$ cat config.mk
export PLATFORM = sky130hd
export DESIGN_NAME = aes128_round_key_schedule
export DESIGN_NICKNAME = d
export VERILOG_FILES = /design/src/rtl/aks_pkg.sv /design/src/rtl/aes128_round_key_schedule.sv /design/src/rtl/aks_store.sv
export VERILOG_INCLUDE_DIRS = /design/src /design/src/rtl
export SDC_FILE = /design/constraint.sdc
export NUM_CORES = 2
export LEC_CHECK = 0
export BUFFER_PORTS_ARGS = -buffer_cell sky130_fd_sc_hd__clkbuf_2
export CAP_MARGIN = 40
export CORE_MARGIN = 5
export CORE_UTILIZATION = 45
export DETAILED_ROUTE_END_ITERATION = 7
export PLACE_DENSITY_LB_ADDON = 0.12
export SYNTH_ARGS = -nofsm -noshare
export SYNTH_HDL_FRONTEND = slang
export SYNTH_SLANG_ARGS = --single-unit
$ cat constraint.sdc
create_clock -name clk -period 12.87 [get_ports clk]
set_input_delay 2.574 -clock clk [delete_from_list [all_inputs] [get_ports clk]]
set_output_delay 2.574 -clock clk [all_outputs]
set_load 0.05 [all_outputs]
$ cat src/rtl/assert_macros.svh
// Assertion helpers used by the round key schedule module.
`ifndef ASSERT_MACROS_SVH
`define ASSERT_MACROS_SVH

// Check an implication on every clock edge outside reset.
`define ASSERT_IMPL(label, clk, rst_n, ante, cons, msg) \
  label: assert property (@(posedge clk) disable iff (!rst_n) (ante) |-> (cons)) \
    else $error(msg);

// Check an implication whose consequent holds in the next cycle.
`define ASSERT_NEXT(label, clk, rst_n, ante, cons, msg) \
  label: assert property (@(posedge clk) disable iff (!rst_n) (ante) |=> (cons)) \
    else $error(msg);

`endif

$ cat src/rtl/aks_pkg.sv
package aks_pkg;

  localparam int ROUND_KEY_COUNT = 11;
  localparam int RK_ADDR_W = 4;
  localparam int RND_W = 4;

  typedef logic [RND_W-1:0] rnd_t;

  typedef enum logic [3:0] {
    ST_IDLE   = 4'b0001,
    ST_EXPAND = 4'b0010,
    ST_EMIT   = 4'b0100,
    ST_DRAIN  = 4'b1000
  } state_t;

  function automatic logic [7:0] sbox(input logic [7:0] x);
    logic [7:0] t [256];
    t = '{
      8'h63,8'h7c,8'h77,8'h7b,8'hf2,8'h6b,8'h6f,8'hc5,8'h30,8'h01,8'h67,8'h2b,8'hfe,8'hd7,8'hab,8'h76,
      8'hca,8'h82,8'hc9,8'h7d,8'hfa,8'h59,8'h47,8'hf0,8'had,8'hd4,8'ha2,8'haf,8'h9c,8'ha4,8'h72,8'hc0,
      8'hb7,8'hfd,8'h93,8'h26,8'h36,8'h3f,8'hf7,8'hcc,8'h34,8'ha5,8'he5,8'hf1,8'h71,8'hd8,8'h31,8'h15,
      8'h04,8'hc7,8'h23,8'hc3,8'h18,8'h96,8'h05,8'h9a,8'h07,8'h12,8'h80,8'he2,8'heb,8'h27,8'hb2,8'h75,
      8'h09,8'h83,8'h2c,8'h1a,8'h1b,8'h6e,8'h5a,8'ha0,8'h52,8'h3b,8'hd6,8'hb3,8'h29,8'he3,8'h2f,8'h84,
      8'h53,8'hd1,8'h00,8'hed,8'h20,8'hfc,8'hb1,8'h5b,8'h6a,8'hcb,8'hbe,8'h39,8'h4a,8'h4c,8'h58,8'hcf,
      8'hd0,8'hef,8'haa,8'hfb,8'h43,8'h4d,8'h33,8'h85,8'h45,8'hf9,8'h02,8'h7f,8'h50,8'h3c,8'h9f,8'ha8,
      8'h51,8'ha3,8'h40,8'h8f,8'h92,8'h9d,8'h38,8'hf5,8'hbc,8'hb6,8'hda,8'h21,8'h10,8'hff,8'hf3,8'hd2,
      8'hcd,8'h0c,8'h13,8'hec,8'h5f,8'h97,8'h44,8'h17,8'hc4,8'ha7,8'h7e,8'h3d,8'h64,8'h5d,8'h19,8'h73,
      8'h60,8'h81,8'h4f,8'hdc,8'h22,8'h2a,8'h90,8'h88,8'h46,8'hee,8'hb8,8'h14,8'hde,8'h5e,8'h0b,8'hdb,
      8'he0,8'h32,8'h3a,8'h0a,8'h49,8'h06,8'h24,8'h5c,8'hc2,8'hd3,8'hac,8'h62,8'h91,8'h95,8'he4,8'h79,
      8'he7,8'hc8,8'h37,8'h6d,8'h8d,8'hd5,8'h4e,8'ha9,8'h6c,8'h56,8'hf4,8'hea,8'h65,8'h7a,8'hae,8'h08,
      8'hba,8'h78,8'h25,8'h2e,8'h1c,8'ha6,8'hb4,8'hc6,8'he8,8'hdd,8'h74,8'h1f,8'h4b,8'hbd,8'h8b,8'h8a,
      8'h70,8'h3e,8'hb5,8'h66,8'h48,8'h03,8'hf6,8'h0e,8'h61,8'h35,8'h57,8'hb9,8'h86,8'hc1,8'h1d,8'h9e,
      8'he1,8'hf8,8'h98,8'h11,8'h69,8'hd9,8'h8e,8'h94,8'h9b,8'h1e,8'h87,8'he9,8'hce,8'h55,8'h28,8'hdf,
      8'h8c,8'ha1,8'h89,8'h0d,8'hbf,8'he6,8'h42,8'h68,8'h41,8'h99,8'h2d,8'h0f,8'hb0,8'h54,8'hbb,8'h16
    };
    return t[x];
  endfunction

  function automatic logic [7:0] rcon(input rnd_t r);
    logic [7:0] v;
    case (r)
      4'd1:    v = 8'h01;
      4'd2:    v = 8'h02;
      4'd3:    v = 8'h04;
      4'd4:    v = 8'h08;
      4'd5:    v = 8'h10;
      4'd6:    v = 8'h20;
      4'd7:    v = 8'h40;
      4'd8:    v = 8'h80;
      4'd9:    v = 8'h1b;
      4'd10:   v = 8'h36;
      default: v = 8'h00;
    endcase
    return v;
  endfunction

  function automatic logic [7:0] xt(input logic [7:0] a);
    return {a[6:0], 1'b0} ^ (a[7] ? 8'h1b : 8'h00);
  endfunction

  function automatic logic [7:0] gmul(input logic [7:0] a, input logic [3:0] b);
    logic [7:0] a2, a4, a8, acc;
    a2 = xt(a);
    a4 = xt(a2);
    a8 = xt(a4);
    acc = (b[0] ? a : 8'h00) ^ (b[1] ? a2 : 8'h00) ^ (b[2] ? a4 : 8'h00)
        ^ (b[3] ? a8 : 8'h00);
    return acc;
  endfunction

  function automatic logic [31:0] inv_mix_col(input logic [31:0] c);
    logic [7:0] b0, b1, b2, b3;
    b0 = c[31:24];
    b1 = c[23:16];
    b2 = c[15:8];
    b3 = c[7:0];
    return {gmul(b0, 4'hE) ^ gmul(b1, 4'hB) ^ gmul(b2, 4'hD) ^ gmul(b3, 4'h9),
            gmul(b0, 4'h9) ^ gmul(b1, 4'hE) ^ gmul(b2, 4'hB) ^ gmul(b3, 4'hD),
            gmul(b0, 4'hD) ^ gmul(b1, 4'h9) ^ gmul(b2, 4'hE) ^ gmul(b3, 4'hB),
            gmul(b0, 4'hB) ^ gmul(b1, 4'hD) ^ gmul(b2, 4'h9) ^ gmul(b3, 4'hE)};
  endfunction

  function automatic logic [63:0] inv_mix_half(input logic [63:0] h);
    return {inv_mix_col(h[63:32]), inv_mix_col(h[31:0])};
  endfunction

endpackage

$ cat src/rtl/aes128_round_key_schedule.sv
// AES-128 round key schedule.
// Input channel: in_valid/in_stall carry a command (0 = encryption order,
// 1 = decryption order) and the key as two 64-bit halves. A transfer takes
// place on a clock edge with in_valid high and in_stall low.
// Result channel: out_valid/out_stall carry eleven round keys per key, with
// out_round_index counting 0..10 and out_last_key on the eleventh.
// The key is expanded into a round key memory, one round per cycle (one row
// write each, eleven rows), then the rows are read back through the single
// registered read port. With no stall the results follow one per cycle; the
// next key is accepted only after all eleven results have left the output.
// Decryption order reads rows 10 down to 0 and applies InvMixColumns to the
// nine middle keys on the way out.
// Reset (rst_n low, synchronous) returns the control to idle and drops any
// pending results; the memory content is left as is.
// With out_valid and out_stall high the output register holds and one row
// read meanwhile waits in a skid; no read issues while it fills or is full.
module aes128_round_key_schedule
  import aks_pkg::*;
(
  input  logic        clk,
  input  logic        rst_n,
  input  logic        in_valid,
  output logic        in_stall,
  input  logic        in_command,
  input  logic [63:0] in_key_high,
  input  logic [63:0] in_key_low,
  output logic        out_valid,
  input  logic        out_stall,
  output logic [3:0]  out_round_index,
  output logic [63:0] out_round_key_high,
  output logic [63:0] out_round_key_low,
  output logic        out_last_key
);
`include "assert_macros.svh"

  localparam rnd_t LAST = rnd_t'(ROUND_KEY_COUNT - 1);

  state_t state_r, state_nxt;
  rnd_t   cnt_r, cnt_nxt;         // expansion round or emit position
  logic   dec_r;
  logic [127:0] work_r;           // running key words

  logic         wr_en;
  logic [RK_ADDR_W-1:0] wr_addr, rd_addr;
  logic [127:0] wr_data, rd_data;

  // read pipeline: rd_v_r marks rd_data valid in the same cycle
  logic   rd_v_r;
  rnd_t   rd_idx_r;
  // skid for a row that arrives while the output is stalled
  logic   sk_v_r;
  logic [127:0] sk_d_r;
  rnd_t   sk_idx_r;

  logic   out_v_r;
  rnd_t   out_idx_r;
  logic [127:0] out_d_r;

  // one expansion round
  logic [31:0] w0, w1, w2, w3, t;
  always_comb begin
    t  = {sbox(work_r[23:16]), sbox(work_r[15:8]), sbox(work_r[7:0]),
          sbox(work_r[31:24])} ^ {rcon(cnt_r), 24'h0};
    w0 = work_r[127:96] ^ t;
    w1 = work_r[95:64] ^ w0;
    w2 = work_r[63:32] ^ w1;
    w3 = work_r[31:0] ^ w2;
  end

  assign in_stall = (state_r != ST_IDLE);

  logic can_issue;
  assign can_issue = (state_r == ST_EMIT) && !sk_v_r && !(rd_v_r && out_v_r && out_stall);

  always_comb begin
    wr_en = 1'b0;
    wr_data = {w0, w1, w2, w3};
    wr_addr = RK_ADDR_W'(cnt_r);
    state_nxt = state_r;
    cnt_nxt = cnt_r;
    case (state_r)
      ST_IDLE: begin
        if (in_valid) begin
          state_nxt = ST_EXPAND;
          cnt_nxt = rnd_t'(0);
        end
      end
      ST_EXPAND: begin
        wr_en = 1'b1;
        if (cnt_r == rnd_t'(0)) wr_data = work_r;
        if (cnt_r == LAST) begin
          state_nxt = ST_EMIT;
          cnt_nxt = rnd_t'(0);
        end else begin
          cnt_nxt = cnt_r + rnd_t'(1);
        end
      end
      ST_EMIT: begin
        if (can_issue) begin
          if (cnt_r == LAST) state_nxt = ST_DRAIN;
          else cnt_nxt = cnt_r + rnd_t'(1);
        end
      end
      ST_DRAIN: begin
        if (!rd_v_r && !sk_v_r && !(out_v_r && !out_stall) && !out_v_r) begin
          state_nxt = ST_IDLE;
        end
      end
      default: state_nxt = ST_IDLE;
    endcase
  end

  assign rd_addr = RK_ADDR_W'(dec_r ? (LAST - cnt_r) : cnt_r);

  aks_store u_store (
    .clk     (clk),
    .wr_en   (wr_en),
    .wr_addr (wr_addr),
    .wr_data (wr_data),
    .rd_addr (rd_addr),
    .rd_data (rd_data)
  );

  // transform a stored row for emit position idx
  function automatic logic [127:0] shape(input logic [127:0] d, input rnd_t idx,
                                         input logic dec);
    logic [127:0] r;
    r = d;
    if (dec && idx != rnd_t'(0) && idx != LAST) begin
      r = {inv_mix_half(d[127:64]), inv_mix_half(d[63:0])};
    end
    return r;
  endfunction

  logic out_free;
  assign out_free = !out_v_r || !out_stall;

  always_ff @(posedge clk) begin
    if (!rst_n) begin
      state_r <= ST_IDLE;
      cnt_r   <= rnd_t'(0);
      rd_v_r  <= 1'b0;
      sk_v_r  <= 1'b0;
      out_v_r <= 1'b0;
    end else begin
      state_r <= state_nxt;
      cnt_r   <= cnt_nxt;
      rd_v_r  <= can_issue;
      // advance output: skid first, then fresh read data
      if (out_free) begin
        if (sk_v_r) begin
          out_v_r <= 1'b1;
          sk_v_r  <= rd_v_r;
        end else begin
          out_v_r <= rd_v_r;
        end
      end else if (rd_v_r) begin
        sk_v_r <= 1'b1;
      end
    end
  end

  always_ff @(posedge clk) begin
    if (state_r == ST_IDLE && in_valid) begin
      work_r <= {in_key_high, in_key_low};
      dec_r  <= in_command;
    end else if (state_r == ST_EXPAND && cnt_r != rnd_t'(0)) begin
      work_r <= {w0, w1, w2, w3};
    end else if (state_r == ST_EXPAND) begin
      work_r <= work_r;
    end
    if (can_issue) rd_idx_r <= cnt_r;
    if (out_free) begin
      if (sk_v_r) begin
        out_d_r <= sk_d_r;
        out_idx_r <= sk_idx_r;
        sk_d_r <= shape(rd_data, rd_idx_r, dec_r);
        sk_idx_r <= rd_idx_r;
      end else begin
        out_d_r <= shape(rd_data, rd_idx_r, dec_r);
        out_idx_r <= rd_idx_r;
      end
    end else if (rd_v_r) begin
      sk_d_r <= shape(rd_data, rd_idx_r, dec_r);
      sk_idx_r <= rd_idx_r;
    end
  end

  assign out_valid          = out_v_r;
  assign out_round_index    = out_idx_r;
  assign out_round_key_high = out_d_r[127:64];
  assign out_round_key_low  = out_d_r[63:0];
  assign out_last_key       = (out_idx_r == LAST);

  `ASSERT_IMPL(a_no_issue_when_skid, clk, rst_n, sk_v_r, !can_issue,
               "read issued while skid full")
  `ASSERT_NEXT(a_hold_stalled, clk, rst_n, out_v_r && out_stall,
               out_v_r && $stable(out_idx_r), "stalled result changed")
  `ASSERT_IMPL(a_busy_no_accept, clk, rst_n, state_r != ST_IDLE, in_stall,
               "input accepted while busy")

endmodule

$ cat src/rtl/aks_store.sv
module aks_store
  import aks_pkg::*;
(
  input  logic                 clk,
  input  logic                 wr_en,
  input  logic [RK_ADDR_W-1:0] wr_addr,
  input  logic [127:0]         wr_data,
  input  logic [RK_ADDR_W-1:0] rd_addr,
  output logic [127:0]         rd_data
);

  // Two 64-bit halves per round key, written and read as one row.
  logic [127:0] mem [ROUND_KEY_COUNT];

  always_ff @(posedge clk) begin
    if (wr_en) begin
      mem[wr_addr] <= wr_data;
    end
    rd_data <= mem[rd_addr];
  end

endmodule
==> metrics <==
status finished clean; RSZ-0062 raised after global routing no; cts-stage hold buffer count 0; routed vias 65400; net count of the finished layout 7862; die area 0.230 mm2; Worst-Skew Late Latency 0.87 ns; Clock H-tree levels 4; share of Yosys cell area claimed by the top area cell type 54.6%; final worst hold slack 0.507 ns; core utilization of the finished layout 50.7%; endpoint arrival time on the critical path 6.46 ns; end of the worst register-to-register path u_store.mem[1][27]$_DFFE_PP_; largest net degree at the start of global routing 138; total track usage 27.6%; Post-Syn Instances 7558; sequential area share after synthesis 57.6%; post-CTS clock slew at the launch and capture registers of the worst setup and hold paths 0.06 ns; number of clock sinks seen by CTS 1952; synthesized area 0.0992 mm2; Post-Synthesis Mean Instance Area 13.1 um2; most used flip-flop cell after synthesis sky130_fd_sc_hd__edfxtp_1; post_cts resized 0; critical register-to-register path startpoint work_r[17]$_DFFE_PP_; number of register bits inferred by synthesis 1952; multi-input gate area in the final layout 0.0395 mm2; antenna violations before repair 23; async set-reset flop share out of synthesis 0%; count of final max-slew check failures 0; count of maximum capacitance violations 0; normalized max-slew margin 31.1%; number of setup buffers added after CTS 0; timing-limited maximum frequency 167 MHz; post-synthesis net count 7759; Worst EP required 13.36 ns; placer congestion estimate 0.972; CTS Buf Count 201; half-perimeter wire length of the detailed placement result 215000 um; Tmin final 5.97 ns; worst setup path endpoint u_store.mem[1][27]$_DFFE_PP_; Setup TNS 0 ns; number of core rows 172; number of DRC markers after the initial detailed-route iteration 7308; nature of the critical path endpoint flip-flop; post-synth cell types 105; ratio of cells with drive above 1 in the final layout 17.7%; Detailed Routing Iterations Pass 1 6; ratio of final minimum period to clock period 46.4%; final setup violating endpoints 0; commonest non-fill, non-tap cells in the layout 1805 x sky130_fd_sc_hd__edfxtp_1, 843 x sky130_fd_sc_hd__xnor2_1, 485 x sky130_fd_sc_hd__nand2_1; final worst clock skew 0.0501 ns; Worst setup startpoint work_r[17]$_DFFE_PP_; average wire length per cell after detail routing 30.4 um; number of global-route vias before repair 63700; cells taking the most area after synthesis sky130_fd_sc_hd__edfxtp_1 55%, sky130_fd_sc_hd__xnor2_1 7.6%, sky130_fd_sc_hd__mux4_2 6.6%, sky130_fd_sc_hd__mux2i_1 3.1%, sky130_fd_sc_hd__dfxtp_1 3.0%; launching element type of the critical path flip-flop; total I/O pin count 268; sum of overflow across all layers after global routing 0; y dimension of the die 480 um; total wire length after detailed routing 326000 um; count of fill cells added during filler insertion 18900; count of nets left with antenna violations after detail routing 0; number of synthesized flops with an enable pin 1805; peak fanout along the critical path 36; clock tree from TritonCTS done; wire length of the first global-routing pass 466000 um; count of port buffers added during placement 267; register-to-register path setup slack 6.90 ns; Die X-Extent 480 um; Worst Max-Slew Pin Slew 1.03 ns; effective utilization at floorplan 45.2%; cell taking the most area after synthesis sky130_fd_sc_hd__edfxtp_1; most common library cell in the layout ignoring fill and taps sky130_fd_sc_hd__edfxtp_1; number of remaining DRC errors 0; number of cells on the worst reg-to-reg path 13; area taken by flip-flops and latches 0.0571 mm2; Synthesis Warnings 0; Vias/cell 6.10; area delta synth->final 12.1%; clock tree root driver cell sky130_fd_sc_hd__clkbuf_16; number of failing hold endpoints at the final stage 0; class of the worst hold path reg -> reg; number of buffers between clock root and the deepest sink 3; critical path start-end classification reg -> reg; area of the placeable core 0.220 mm2
-- worst max-delay path, stage by stage, from the launching register on --
cell	delay, ns
sky130_fd_sc_hd__edfxtp_1	0.32
sky130_fd_sc_hd__buf_4	0.41
sky130_fd_sc_hd__clkinv_1	0.69
sky130_fd_sc_hd__ha_1	0.74
sky130_fd_sc_hd__nand2b_1	0.34
sky130_fd_sc_hd__nand2_1	0.22
sky130_fd_sc_hd__a2111oi_0	0.13
sky130_fd_sc_hd__or4_1	0.57
sky130_fd_sc_hd__o31ai_1	0.28
sky130_fd_sc_hd__o31ai_1	0.12
sky130_fd_sc_hd__buf_2	0.18
sky130_fd_sc_hd__xor3_1	0.61
sky130_fd_sc_hd__mux2i_1	0.17
sky130_fd_sc_hd__xnor2_1	0.77
-- cells in the mapped netlist, types with 16 or more instances --
cell type                   number
sky130_fd_sc_hd__o211ai_1       53
sky130_fd_sc_hd__a211o_1        18
sky130_fd_sc_hd__a211oi_1      170
sky130_fd_sc_hd__o2111ai_1      23
sky130_fd_sc_hd__nand2_1       487
sky130_fd_sc_hd__a311oi_1       39
sky130_fd_sc_hd__a21oi_1       359
sky130_fd_sc_hd__xor2_1        265
sky130_fd_sc_hd__o21ai_0       327
sky130_fd_sc_hd__a311o_1        16
sky130_fd_sc_hd__nor2_1        458
sky130_fd_sc_hd__xnor3_1        19
sky130_fd_sc_hd__o22ai_1        17
sky130_fd_sc_hd__nand2b_1      115
sky130_fd_sc_hd__buf_2         124
sky130_fd_sc_hd__a31oi_1        55
sky130_fd_sc_hd__nand3_1        89
sky130_fd_sc_hd__o221ai_1       16
sky130_fd_sc_hd__mux2_2        155
sky130_fd_sc_hd__buf_1          58
sky130_fd_sc_hd__o311ai_0       39
sky130_fd_sc_hd__edfxtp_1     1805
sky130_fd_sc_hd__nand4_1        20
sky130_fd_sc_hd__ha_1           68
sky130_fd_sc_hd__mux2i_1       309
sky130_fd_sc_hd__nor3b_1        24
sky130_fd_sc_hd__mux4_2        291
sky130_fd_sc_hd__or3_1          19
sky130_fd_sc_hd__clkbuf_1      411
sky130_fd_sc_hd__nor2b_1        83
sky130_fd_sc_hd__and3_1         23
sky130_fd_sc_hd__or2_2          20
sky130_fd_sc_hd__o31ai_1        30
sky130_fd_sc_hd__inv_1          59
sky130_fd_sc_hd__nand3b_1       19
sky130_fd_sc_hd__nor3_1         80
sky130_fd_sc_hd__xnor2_1       865
sky130_fd_sc_hd__and2_1         46
sky130_fd_sc_hd__dfxtp_1       147
sky130_fd_sc_hd__a2111oi_0      17
sky130_fd_sc_hd__a221oi_1       25
-- state kept, by name, summed over array words and instances (netlist names), named ones only --
signal / count
u_store.mem: 1408
cnt_r: 4
out_d_r: 128
out_valid: 1
state_r: 4
sk_idx_r: 4
rd_v_r: 1
u_store.rd_data: 128
out_round_index: 4
work_r: 128
sk_d_r: 128
sk_v_r: 1
dec_r: 1
rd_idx_r: 4
-- layout make-up --
class | count | area share, %
Sequential cell | 1952 | 51.4
Multi-Input combinational cell | 4912 | 35.5
Clock buffer | 275 | 4.96
Timing Repair Buffer | 520 | 3.45
Tap cell | 2871 | 3.23
Clock inverter | 106 | 1.18
Inverter | 74 | 0.268
Antenna cell | 11 | 0.0247
-- metal layers --
layer / vias to the layer above / GRT usage, % / share of wire [%]
met2: 3070 / 41.5 / 44
met3: 500 / 4.53 / 7.8
met5: - / 0 / 0.0083
met1: 33300 / 41.2 / 45
li1: 28500 / - / -
met4: 4 / 8.74 / 3.3
-- kinds of logic (layout without fill, tap and decap cells) --
group | Yosys count | after routing | synth area share (%)
flip-flops | 1952 | 1952 | 57.6
other | 0 | 11 | 0
AO/OA/AOI/OAI | 1390 | 1390 | 9.27
adder cells (fa/ha/maj) | 68 | 68 | 0.857
XOR/XNOR | 1159 | 1159 | 10.6
buffers and inverters | 694 | 975 | 2.92
multiplexers | 757 | 757 | 11.5
AND/OR/NAND/NOR | 1538 | 1538 | 7.25
-- how the worst min path moves through the flow --
stage          slack, ns  cells past startpoint                    end                  start
2_1_floorplan       0.41                      0  rd_idx_r[2]$_DFFE_PP_  cnt_r[2]$_SDFFE_PN0N_
3_3_place_gp        0.49                      0  sk_idx_r[3]$_DFFE_PP_  rd_idx_r[3]$_DFFE_PP_
3_5_place_dp        0.49                      0  sk_idx_r[3]$_DFFE_PP_  rd_idx_r[3]$_DFFE_PP_
4_1_cts             0.51                      0  sk_idx_r[3]$_DFFE_PP_  rd_idx_r[3]$_DFFE_PP_
5_1_grt             0.52                      0  sk_idx_r[3]$_DFFE_PP_  rd_idx_r[3]$_DFFE_PP_
6_report            0.51                      0  sk_idx_r[3]$_DFFE_PP_  rd_idx_r[3]$_DFFE_PP_
-- stage by stage --
| step | worst slack, ns | instances | area (um2) |
|---|---|---|---|
| floorplan | 0.0732 | 7558 | 99200 |
| global placement | 6.58 | 10200 | 103000 |
| detailed placement | 7.10 | 10300 | 104000 |
| CTS | 7.02 | 10700 | 111000 |
| global route | 6.77 | 10700 | 111000 |
| finish | 6.90 | 10700 | 111000 |
Power is not shown: default switching activity piles up to over one toggle a cycle in this logic, so the estimate is an artifact.
